`src/rtl/dnps_pkg.sv`:
```
// Shared types and constants for the dominance nearest-point search block.
package dnps_pkg;

   localparam int LANES       = 4;
   localparam int FIELD_W     = 32;
   localparam int DIST_W      = FIELD_W + 1;
   localparam int QUEUE_DEPTH = 2;
   localparam int QPTR_W      = $clog2(QUEUE_DEPTH);

   localparam logic       REQ_TARGET    = 1'b0;
   localparam logic       REQ_CANDIDATE = 1'b1;

   localparam logic [1:0] MODE_PLAIN = 2'd0;
   localparam logic [1:0] MODE_HIGH  = 2'd1;
   localparam logic [1:0] MODE_LOW   = 2'd2;

   localparam logic       REG_DIM_COUNT   = 1'b0;
   localparam logic       REG_SEARCH_MODE = 1'b1;

   localparam logic [15:0] NOT_FOUND_INDEX = 16'hFFFF;

   typedef struct packed {
      logic                      req_type;
      logic signed [FIELD_W-1:0] coord_0;
      logic signed [FIELD_W-1:0] coord_1;
      logic signed [FIELD_W-1:0] coord_2;
      logic signed [FIELD_W-1:0] coord_3;
      logic                      last_point;
   } req_payload_type;

   typedef struct packed {
      logic [15:0] best_index;
      logic        found;
      logic        overflow;
   } rsp_payload_type;

   typedef struct packed {
      logic [2:0] dim_count;
      logic [1:0] search_mode;
   } cfg_type;

   // Decoded transaction as it sits in the queue.
   typedef struct packed {
      logic                                is_cand;
      logic                                last;
      logic [LANES-1:0][FIELD_W-1:0]       coord;
      logic [LANES-1:0][DIST_W-1:0]        gap;
      logic [LANES-1:0]                    ge;
      logic [LANES-1:0]                    le;
   } op_type;

   typedef struct packed {
      logic pop;
      logic emit;
   } back_status_type;

endpackage

```
`src/rtl/dnps_front.sv`:
```
// Front end: accepts transactions, sign-extends, measures candidate distance to the target.
module dnps_front #(
   parameter int COORD_BITS = 32
) (
   input  logic                     clock,
   input  logic                     reset,
   input  logic                     req_valid,
   output logic                     req_stall,
   input  dnps_pkg::req_payload_type req_payload,
   input  logic                     q_full,
   output logic                     push,
   output dnps_pkg::op_type         push_op
);

   localparam int COORD_W = (COORD_BITS < dnps_pkg::FIELD_W) ? COORD_BITS : dnps_pkg::FIELD_W;
   localparam int SHIFT   = dnps_pkg::FIELD_W - COORD_W;

   logic [dnps_pkg::LANES-1:0][dnps_pkg::FIELD_W-1:0] target_ff;
   logic [dnps_pkg::LANES-1:0][dnps_pkg::FIELD_W-1:0] target_in;
   logic [dnps_pkg::LANES-1:0][dnps_pkg::FIELD_W-1:0] raw;
   logic [dnps_pkg::LANES-1:0][dnps_pkg::FIELD_W-1:0] coord;
   logic signed [dnps_pkg::DIST_W-1:0]                diff;
   logic signed [dnps_pkg::FIELD_W-1:0]               shl;

   assign req_stall = q_full;
   assign push      = req_valid && !q_full;

   assign raw[0] = req_payload.coord_0;
   assign raw[1] = req_payload.coord_1;
   assign raw[2] = req_payload.coord_2;
   assign raw[3] = req_payload.coord_3;

   always_comb begin
      diff      = '0;
      shl       = '0;
      target_in = target_ff;
      push_op.is_cand = (req_payload.req_type == dnps_pkg::REQ_CANDIDATE);
      push_op.last    = req_payload.last_point;
      for (int i = 0; i < dnps_pkg::LANES; i++) begin
         shl      = signed'(raw[i] << SHIFT);
         coord[i] = shl >>> SHIFT;
         diff     = signed'({coord[i][dnps_pkg::FIELD_W-1], coord[i]})
                    - signed'({target_ff[i][dnps_pkg::FIELD_W-1], target_ff[i]});
         push_op.coord[i] = coord[i];
         push_op.gap[i]   = diff[dnps_pkg::DIST_W-1] ? -diff : diff;
         push_op.ge[i]    = signed'(coord[i]) >= signed'(target_ff[i]);
         push_op.le[i]    = signed'(coord[i]) <= signed'(target_ff[i]);
      end
      if (push && !push_op.is_cand) begin
         target_in = coord;
      end
   end

   always_ff @(posedge clock) begin
      if (reset) begin
         target_ff <= '0;
      end else begin
         target_ff <= target_in;
      end
   end

endmodule

```
`src/rtl/dnps_queue.sv`:
```
// Two-entry queue between the front end and the search unit.
module dnps_queue (
   input  logic             clock,
   input  logic             reset,
   input  logic             push,
   input  dnps_pkg::op_type push_op,
   input  logic             pop,
   output logic             full,
   output logic             op_valid,
   output dnps_pkg::op_type op
);

   dnps_pkg::op_type               mem_ff [dnps_pkg::QUEUE_DEPTH];
   logic [dnps_pkg::QPTR_W-1:0]    wr_ptr_ff, wr_ptr_in;
   logic [dnps_pkg::QPTR_W-1:0]    rd_ptr_ff, rd_ptr_in;
   logic [dnps_pkg::QPTR_W:0]      count_ff, count_in;

   assign full     = (count_ff == (dnps_pkg::QPTR_W+1)'(dnps_pkg::QUEUE_DEPTH));
   assign op_valid = (count_ff != '0);
   assign op       = mem_ff[rd_ptr_ff];

   always_comb begin
      wr_ptr_in = wr_ptr_ff;
      rd_ptr_in = rd_ptr_ff;
      count_in  = count_ff;
      if (push) begin
         wr_ptr_in = (wr_ptr_ff == dnps_pkg::QPTR_W'(dnps_pkg::QUEUE_DEPTH - 1)) ?
                     '0 : wr_ptr_ff + 1'b1;
      end
      if (pop) begin
         rd_ptr_in = (rd_ptr_ff == dnps_pkg::QPTR_W'(dnps_pkg::QUEUE_DEPTH - 1)) ?
                     '0 : rd_ptr_ff + 1'b1;
      end
      if (push && !pop) begin
         count_in = count_ff + 1'b1;
      end else if (pop && !push) begin
         count_in = count_ff - 1'b1;
      end
   end

   always_ff @(posedge clock) begin
      if (push) begin
         mem_ff[wr_ptr_ff] <= push_op;
      end
   end

   always_ff @(posedge clock) begin
      if (reset) begin
         wr_ptr_ff <= '0;
         rd_ptr_ff <= '0;
         count_ff  <= '0;
      end else begin
         wr_ptr_ff <= wr_ptr_in;
         rd_ptr_ff <= rd_ptr_in;
         count_ff  <= count_in;
      end
   end

endmodule

```
`src/rtl/dnps_back.sv`:
```
// Search unit: dominance test against the current best, set bookkeeping, result register.
module dnps_back #(
   parameter int MAX_DIMS   = 4,
   parameter int MAX_POINTS = 65536
) (
   input  logic                         clock,
   input  logic                         reset,
   input  dnps_pkg::cfg_type            cfg,
   input  logic                         op_valid,
   input  dnps_pkg::op_type             op,
   output dnps_pkg::back_status_type    status,
   output logic                         rsp_valid,
   input  logic                         rsp_stall,
   output dnps_pkg::rsp_payload_type    rsp_payload
);

   localparam int CNT_W = $clog2(MAX_POINTS + 1);

   logic [dnps_pkg::LANES-1:0][dnps_pkg::FIELD_W-1:0] target_ff, target_in;
   logic [dnps_pkg::LANES-1:0][dnps_pkg::FIELD_W-1:0] best_ff, best_in;
   logic [CNT_W-1:0]                 best_idx_ff, best_idx_in;
   logic [CNT_W-1:0]                 cnt_ff, cnt_in;
   logic                             found_ff, found_in;
   logic                             ovf_ff, ovf_in;
   logic                             rsp_valid_ff, rsp_valid_in;
   dnps_pkg::rsp_payload_type        rsp_ff, rsp_in;

   logic                             produces, pop, plain, dom_ok, strict, side_ok;
   logic [dnps_pkg::LANES-1:0]       lane_en;
   logic signed [dnps_pkg::DIST_W-1:0] diff;
   logic [dnps_pkg::DIST_W-1:0]      db;
   logic [31:0]                      idx_wide;

   assign rsp_valid   = rsp_valid_ff;
   assign rsp_payload = rsp_ff;
   assign status.pop  = pop;
   assign status.emit = pop && produces;

   always_comb begin
      produces = op.is_cand && op.last;
      pop      = op_valid && (!produces || !rsp_valid_ff || !rsp_stall);
      plain    = (cfg.search_mode != dnps_pkg::MODE_HIGH) &&
                 (cfg.search_mode != dnps_pkg::MODE_LOW);

      dom_ok  = 1'b1;
      strict  = 1'b0;
      side_ok = 1'b1;
      diff    = '0;
      db      = '0;
      for (int i = 0; i < dnps_pkg::LANES; i++) begin
         lane_en[i] = (cfg.dim_count > 3'(i)) && (i < MAX_DIMS);
         diff = signed'({target_ff[i][dnps_pkg::FIELD_W-1], target_ff[i]})
                - signed'({best_ff[i][dnps_pkg::FIELD_W-1], best_ff[i]});
         db   = diff[dnps_pkg::DIST_W-1] ? -diff : diff;
         if (lane_en[i]) begin
            if (op.gap[i] > db) dom_ok = 1'b0;
            if (op.gap[i] < db) strict = 1'b1;
            if (cfg.search_mode == dnps_pkg::MODE_HIGH && !op.ge[i]) side_ok = 1'b0;
            if (cfg.search_mode == dnps_pkg::MODE_LOW && !op.le[i]) side_ok = 1'b0;
         end
      end

      target_in    = target_ff;
      best_in      = best_ff;
      best_idx_in  = best_idx_ff;
      cnt_in       = cnt_ff;
      found_in     = found_ff;
      ovf_in       = ovf_ff;
      rsp_valid_in = rsp_valid_ff && rsp_stall;
      rsp_in       = rsp_ff;
      idx_wide     = '0;

      if (pop) begin
         if (!op.is_cand) begin
            target_in = op.coord;
         end else begin
            if (cnt_ff >= CNT_W'(MAX_POINTS)) begin
               ovf_in = 1'b1;
            end else begin
               if (cnt_ff == '0) begin
                  best_in     = op.coord;
                  best_idx_in = '0;
               end else if (dom_ok && strict && (plain || side_ok)) begin
                  best_in     = op.coord;
                  best_idx_in = cnt_ff;
                  found_in    = 1'b1;
               end
               cnt_in = cnt_ff + 1'b1;
            end
            if (op.last) begin
               idx_wide     = 32'(best_idx_in);
               rsp_valid_in = 1'b1;
               if (plain || found_in) begin
                  rsp_in.best_index = idx_wide[15:0];
                  rsp_in.found      = 1'b1;
               end else begin
                  rsp_in.best_index = dnps_pkg::NOT_FOUND_INDEX;
                  rsp_in.found      = 1'b0;
               end
               rsp_in.overflow = ovf_in;
               best_idx_in = '0;
               cnt_in      = '0;
               found_in    = 1'b0;
               ovf_in      = 1'b0;
            end
         end
      end
   end

   always_ff @(posedge clock) begin
      rsp_ff <= rsp_in;
      if (reset) begin
         target_ff    <= '0;
         best_ff      <= '0;
         best_idx_ff  <= '0;
         cnt_ff       <= '0;
         found_ff     <= 1'b0;
         ovf_ff       <= 1'b0;
         rsp_valid_ff <= 1'b0;
      end else begin
         target_ff    <= target_in;
         best_ff      <= best_in;
         best_idx_ff  <= best_idx_in;
         cnt_ff       <= cnt_in;
         found_ff     <= found_in;
         ovf_ff       <= ovf_in;
         rsp_valid_ff <= rsp_valid_in;
      end
   end

endmodule

```
`src/rtl/dominance_nearest_point_search.sv`:
```
// Top level of the dominance nearest-point search block.
// Takes one transaction per clock while req_stall is low: a target load or a
// candidate point. The front end sign-extends each candidate and measures its
// per-dimension distance to the target, a two-entry queue decouples it from the
// search unit, and the search unit compares that distance against the current best
// and updates it, one candidate per cycle unless a result waits behind a stalled
// rsp side. A set's result leaves through the queue and the output register;
// req_stall rises only when the queue is full, which happens only while a result
// waits behind a stalled rsp side. No clearing pass after reset.
module dominance_nearest_point_search #(
   parameter int MAX_DIMS   = 4,
   parameter int MAX_POINTS = 65536,
   parameter int COORD_BITS = 32
) (
   input  logic                      clock,
   input  logic                      reset,
   input  logic                      req_valid,
   output logic                      req_stall,
   input  dnps_pkg::req_payload_type req_payload,
   output logic                      rsp_valid,
   input  logic                      rsp_stall,
   output dnps_pkg::rsp_payload_type rsp_payload,
   input  logic                      csr_we,
   input  logic                      csr_index,
   input  logic [2:0]                csr_wdata
);

   dnps_pkg::cfg_type         cfg_ff, cfg_in;
   dnps_pkg::op_type          push_op, q_op;
   dnps_pkg::back_status_type back_status;
   logic                      push, q_full, q_valid;

   always_comb begin
      cfg_in = cfg_ff;
      if (csr_we) begin
         case (csr_index)
            dnps_pkg::REG_DIM_COUNT:   cfg_in.dim_count   = csr_wdata;
            dnps_pkg::REG_SEARCH_MODE: cfg_in.search_mode = csr_wdata[1:0];
            default:                   cfg_in = cfg_ff;
         endcase
      end
   end

   always_ff @(posedge clock) begin
      if (reset) begin
         cfg_ff.dim_count   <= 3'd4;
         cfg_ff.search_mode <= dnps_pkg::MODE_PLAIN;
      end else begin
         cfg_ff <= cfg_in;
      end
   end

   dnps_front #(
      .COORD_BITS (COORD_BITS)
   ) u_front (
      .clock       (clock),
      .reset       (reset),
      .req_valid   (req_valid),
      .req_stall   (req_stall),
      .req_payload (req_payload),
      .q_full      (q_full),
      .push        (push),
      .push_op     (push_op)
   );

   dnps_queue u_queue (
      .clock    (clock),
      .reset    (reset),
      .push     (push),
      .push_op  (push_op),
      .pop      (back_status.pop),
      .full     (q_full),
      .op_valid (q_valid),
      .op       (q_op)
   );

   dnps_back #(
      .MAX_DIMS   (MAX_DIMS),
      .MAX_POINTS (MAX_POINTS)
   ) u_back (
      .clock       (clock),
      .reset       (reset),
      .cfg         (cfg_ff),
      .op_valid    (q_valid),
      .op          (q_op),
      .status      (back_status),
      .rsp_valid   (rsp_valid),
      .rsp_stall   (rsp_stall),
      .rsp_payload (rsp_payload)
   );

   a_emit_has_room: assert property (@(posedge clock) disable iff (reset)
      back_status.emit |-> (!rsp_valid || !rsp_stall))
      else $error("result issued over an undelivered result");

   a_emit_shows: assert property (@(posedge clock) disable iff (reset)
      back_status.emit |=> rsp_valid)
      else $error("issued result not presented");

   a_not_found_code: assert property (@(posedge clock) disable iff (reset)
      (rsp_valid && !rsp_payload.found) |-> (rsp_payload.best_index == dnps_pkg::NOT_FOUND_INDEX))
      else $error("not-found result carries an index");

endmodule
```
`config.mk`:
```
export PLATFORM = sky130hd
export DESIGN_NAME = dominance_nearest_point_search
export DESIGN_NICKNAME = d
export VERILOG_FILES = /design/src/rtl/dnps_pkg.sv /design/src/rtl/dnps_front.sv /design/src/rtl/dnps_queue.sv /design/src/rtl/dnps_back.sv /design/src/rtl/dominance_nearest_point_search.sv
export SDC_FILE = /design/constraint.sdc
export NUM_CORES = 2
export LEC_CHECK = 0
export BUFFER_PORTS_ARGS = -buffer_cell sky130_fd_sc_hd__buf_2
export CORE_ASPECT_RATIO = 1.4
export CORE_MARGIN = 2
export CORE_UTILIZATION = 50
export CTS_CLUSTER_SIZE = 30
export DETAILED_ROUTE_END_ITERATION = 7
export PLACE_DENSITY_LB_ADDON = 0.3
export SLEW_MARGIN = 25
export SYNTH_ARGS = -nofsm -noshare
export SYNTH_HDL_FRONTEND = slang
export SYNTH_SLANG_ARGS = --single-unit
```
`constraint.sdc`:
```
create_clock -name clock -period 20.4 [get_ports clock]
set_clock_uncertainty 0.05 [all_clocks]
set_input_delay 3.06 -clock clock [delete_from_list [all_inputs] [get_ports clock]]
set_output_delay 3.06 -clock clock [all_outputs]
set_load 0.03 [all_outputs]
```
After elaboration in Yosys (flattened, before gate mapping). Memory sizes are Yosys's and may differ from the RTL's. A register that Yosys moved wholly into a read port is not among the register bits. Cells that the tools add are included.

Logic and storage cells: 189. Output and inout port bits: 20. Register bits after elaboration: 447. Memories: 1. Input bits: 139. Bits in writable memories: 540.

Reductions and logical operators: 48. Add/subtract/negate cells: 21. Eq/ne operators: 6. Muxes and demuxes: 64. $lt $le $gt $ge: 21. Bitwise logic cells: 3.

Memory list: u_queue.mem_ff (words 2, bits a word 270, read ports 1, clocked after Yosys merged registers in 1, write ports 1, line dnps_queue.sv:13) `dnps_pkg::op_type mem_ff [dnps_pkg::QUEUE_DEPTH];`.

Operators with widths (count): $mux 33 (8); $neg 33->33 (8); $sub 32x32->33 (8); $mux 128 (2); $gt 33x33->1 (4); $lt 33x33->1 (4); $ge 32x32->1 (4); $le 32x32->1 (4); $mux 16 (4); $mux 1 (46); $mux 17 (2); $logic_and 1x1->1 (18); $add 17x1->17 const B (1); $ge 17x17->1 const B (1); $logic_not 17->1 (1); $logic_not 1->1 (15); $reduce_and 2->1 (4); $gt 3x1->1 const B (2); $gt 3x2->1 const B (2); $reduce_and 3->1 (2); $reduce_bool 2->1 (3); $eq 2x2->1 const B (2); $logic_or 1x1->1 (4); $mux 2 (2); 8 further kinds (12).

Logic depth before layout (Yosys ltp).
Depth in word-level cells: 23. Depth in mapped cells: 31.

Modules after synthesis. A second synthesis with hierarchy kept.

Cell total of the unflattened synthesis: 7129. Area total of the unflattened synthesis: 65728.0 µm².

By module, submodules not included: dnps_back (area an instance 28003.1 µm², sequential area each 6386.1 µm², cells an instance 3779, times used 1); dnps_queue (area an instance 20508.4 µm², sequential area each 16315.6 µm², cells an instance 862, times used 1); dnps_front (area an instance 16998.8 µm², sequential area each 2562.5 µm², cells an instance 2468, times used 1); dominance_nearest_point_search (area an instance 217.7 µm², sequential area each 100.1 µm², cells an instance 20, times used 1).

Least setup slack after synthesis. No wires, ideal clock.

Path kind: input -> register. Start point: input req_valid. End point: memory u_queue.mem_ff[0][0] (netlist bit) (enable). Required time: 19.442 ns. Stages on the path: 2. Data arrival time: 14.380 ns. Slack: 5.062 ns. Buffers on the path: 0. Path through: nand2b_1 -> nor2_1.

Cells in the longest elaborated chain, start to end: 3.

RTL lines: start, declared (line dominance_nearest_point_search.sv:17) `input logic req_valid,`; $logic_and 1x1->1 (line dnps_front.sv:26) `assign push = req_valid && !q_full;`; $mux 1 (line dnps_queue.sv:42) `if (push) begin`; $mux 1 (not written as such) (line dnps_queue.sv:43) `mem_ff[wr_ptr_ff] <= push_op;`; end, declared (line dnps_queue.sv:13).

No other way between the ends.

Worst setup path in the final report.
Start point: register u_back.target_ff[64] (netlist bit). End point: register u_back.best_ff[111] (netlist bit).

Cells in the longest elaborated chain, start to end: 12. Elaborated cells between the ends (all ways): 17. Those cells by class: add/sub (2); order compare (2); mux (9); reduce/logical (4).

RTL lines: start, declared (line dnps_back.sv:19) `logic [dnps_pkg::LANES-1:0][dnps_pkg::FIELD_W-1:0] target_ff, target_in;`; start signal, assigned (line dnps_back.sv:121) `target_ff <= target_in;`; $sub 32x32->33 (*) (line dnps_back.sv:53) `- signed'({best_ff[i][dnps_pkg::FIELD_W-1], best_ff[i]});`; $neg 33->33 (line dnps_back.sv:54) `db = diff[dnps_pkg::DIST_W-1] ? -diff : diff;`; $mux 33 (*) (line dnps_back.sv:54); $gt 33x33->1 or $lt 33x33->1 (tied branches) (line dnps_back.sv:56, dnps_back.sv:57); $mux 1 (on tied branches) (line dnps_back.sv:56, dnps_back.sv:57); $mux 1 (line dnps_back.sv:55) `if (lane_en[i]) begin`; $mux 1 (on tied branches) (line dnps_back.sv:56, dnps_back.sv:57); $mux 1 (line dnps_back.sv:55); $logic_and 1x1->1 (*) (2 in series) (line dnps_back.sv:83) `end else if (dom_ok && strict && (plain || side_ok)) begin`; $reduce_bool 2->1 (no line) (*); $reduce_and 4->1 (no line) (*); end signal, assigned (line dnps_back.sv:122) `best_ff <= best_in;`; end, declared (line dnps_back.sv:20) `logic [dnps_pkg::LANES-1:0][dnps_pkg::FIELD_W-1:0] best_ff, best_in;`.

Every way passes the cells marked *; elsewhere a longest branch is shown, timed or not. A chain may end at the register's enable or synchronous reset.

==> results.sh <==
export IMPL_port_buffers=158
export IMPL_track_usage=0.250
export IMPL_root_buffer="clkbuf_16"
export IMPL_required_ns=20.94
export IMPL_fin_ws_ns=11.70
export IMPL_grt_util_met2=0.457
export IMPL_setup_violations=0
export IMPL_finalWirelength_um=154000
export IMPL_slew_violations=0
export IMPL_ys_dominant_reg_cell="edfxtp_1"
export IMPL_routedWlPerCell_um=19.7
export IMPL_critPathMaxStageDelay_ns=0.82
export IMPL_synth_edf_count=558
export IMPL_end_kind="flip-flop"
export IMPL_period_share=0.426
export IMPL_routabilityCongestion=0.927
export IMPL_cts_sink_count=988
export IMPL_vias=46200
export IMPL_grt_pass1_vias=45000
export IMPL_crit_top_cell="nor3_1"
export IMPL_use_met3=0.0301
export IMPL_cts_resized=0
export IMPL_die_height_um=411
export IMPL_initial_utilization=0.503
export IMPL_overflow=0
export IMPL_layout_drive_gt1_share=0.114
export IMPL_grt_pass1_wl_um=243000
export IMPL_rsz0062_at_grt="no"
export IMPL_htreeDepth=3
export IMPL_syn_num_nets=6701
export IMPL_place_ws_ns=11.65
export IMPL_drtIter0Drc=2925
export IMPL_fin_crit_ns=8.70
export IMPL_final_common_cell="edfxtp_1"
export IMPL_pin_count=159
export IMPL_yosys_warnings=0
export IMPL_synthArstFlopShare=0
export IMPL_setup_tns_ns=0
export IMPL_viasPerCell=5.90
export IMPL_fillers=10400
export IMPL_cts_tree="yes"
export IMPL_core_area_um2=118000
export IMPL_die_x_um=295
export IMPL_dp_hpwl_um=113000
export IMPL_critPathLaunch="u_back.target_ff[64]$_SDFFE_PP0P_"
export IMPL_hold_violations=0
export IMPL_gr_max_usage_layer="met2"
export IMPL_maxSlewHeadroom=0.299
export IMPL_clk_latency_ns=0.71
export IMPL_grt_max_degree=185
export IMPL_cpMaxStageDelayCell="buf_4"
export IMPL_antenna_found_initial=12
export IMPL_use_met1=0.298
export IMPL_antenna_left=0
export IMPL_ys_seq_area_frac=0.428
export IMPL_post_cts_buffers=0
export IMPL_worstPathArrival_ns=9.23
export IMPL_ys_types=105
export IMPL_dieArea_um2=121000
export IMPL_mostFrequentLayoutCells="edfxtp_1, nand2_1, a21oi_1, dfxtp_1, nor2_1"
export IMPL_cts_buffers=97
export IMPL_syn_avg_cell_area_um2=9.63
export IMPL_crit_fanout=86
export IMPL_r2r_start="u_back.target_ff[64]$_SDFFE_PP0P_"
export IMPL_drc_errors=0
export IMPL_max_freq_mhz=115
export IMPL_min_delay_start="u_front.target_ff[70]$_SDFFE_PP0P_"
export IMPL_status="completed"
export IMPL_synth_seq_cells=988
export IMPL_crit_type="reg2reg"
export IMPL_syn_inst=6149
export IMPL_clk_pin_slew_worst_paths_ns=0.06
export IMPL_clock_path_buffers=3
export IMPL_netlist_area_um2=59200
export IMPL_max_cap_violations=0
export IMPL_hp_class="reg2reg"
export IMPL_fin_nets=6702
export IMPL_drt_pass1_iter_count=6
export IMPL_startpoint_type="flip-flop"
export IMPL_areaGrowthSynthToFinish_pct=9.20
export IMPL_num_rows=149
export IMPL_cts_hold_buf=0
export IMPL_worst_slew_pin_slew_ns=1.04
stage by stage:
| stage | instances | cell area, µm² | hold slack, ns | utilization |
|---|---|---|---|---|
| global placement | 7636 | 61300 | 0.391 | 0.521 |
| global route | 7821 | 64700 | 0.420 | 0.550 |
| CTS | 7819 | 64600 | 0.405 | 0.550 |
| floorplan | 6149 | 59200 | 0.379 | - |
| detailed placement | 7636 | 61300 | 0.396 | 0.521 |
| finish | 7825 | 64700 | 0.402 | 0.550 |
critical path: cells and delay by family (launching register included):
family	cells	cell delay [ns]
flops	1	0.31
buf+inv	4	1.55
fa+ha+maj	3	0.87
compound gates	9	2.28
xor+xnor	2	0.43
simple gates	10	2.99
final timing paths:
path | cells past startpoint | slack (ns) | end
max reg2reg | 28 | 11.70 | u_back.best_ff[111]$_SDFFE_PP0P_
min | 2 | 0.40 | u_front.target_ff[70]$_SDFFE_PP0P_
min reg2reg | 2 | 0.40 | u_front.target_ff[70]$_SDFFE_PP0P_
max | 28 | 11.70 | u_back.best_ff[111]$_SDFFE_PP0P_
per-layer routing:
metal  wire (µm)  part of all wire
met1       62800              0.41
met2       78900              0.51
met3        7090             0.046
met4        5380             0.035
met5          92           0.00060
cell type report:
type	instances	area, µm²	area share
multi-input combinational	4494	31400	0.486
clock buffer	128	2810	0.0435
clock inverter	55	568	0.00878
timing repair buffer	195	1110	0.0171
sequential	988	25400	0.392
inverter	374	1410	0.0218
antenna	6	15.0	0.000232
tap	1585	1980	0.0307
cells in the mapped netlist, types with 170 or more instances:
master | count | area share
nor2_1 | 411 | 0.026
nor3_1 | 219 | 0.019
xnor2_1 | 265 | 0.039
inv_1 | 374 | 0.024
xor2_1 | 181 | 0.027
a21oi_1 | 482 | 0.041
clkbuf_1 | 265 | 0.017
ha_1 | 405 | 0.086
dfxtp_1 | 430 | 0.15
edfxtp_1 | 558 | 0.28
o21ai_0 | 233 | 0.020
a211oi_1 | 170 | 0.022
nand2_1 | 540 | 0.034
state kept, by name, indices dropped and copies added, names as in the netlist, named ones only:
| name | flops |
|---|---|
| u_queue.wr_ptr_ff | 1 |
| u_queue.rd_ptr_ff | 1 |
| u_front.target_ff | 128 |
| u_back.target_ff | 128 |
| u_back.cnt_ff | 17 |
| u_back.found_ff | 1 |
| cfg_ff | 5 |
| u_back.best_idx_ff | 16 |
| u_queue.count_ff | 2 |
| u_back.rsp_payload | 18 |
| u_back.rsp_valid | 1 |
| u_queue.mem_ff | 540 |
| u_back.best_ff | 128 |
| u_back.ovf_ff | 1 |
logic make-up after synthesis:
family	Yosys count	synth area share
AOI/OAI and AO/OA	1607	0.182
buffers and inverters	667	0.0424
muxes	279	0.0499
DFF	988	0.428
adders and majority gates	414	0.0884
xor gates and xnor gates	448	0.0665
and+or+nand+nor	1746	0.142
Power is not shown: default switching activity piles up to over one toggle a cycle in this logic, so the estimate is an artifact.
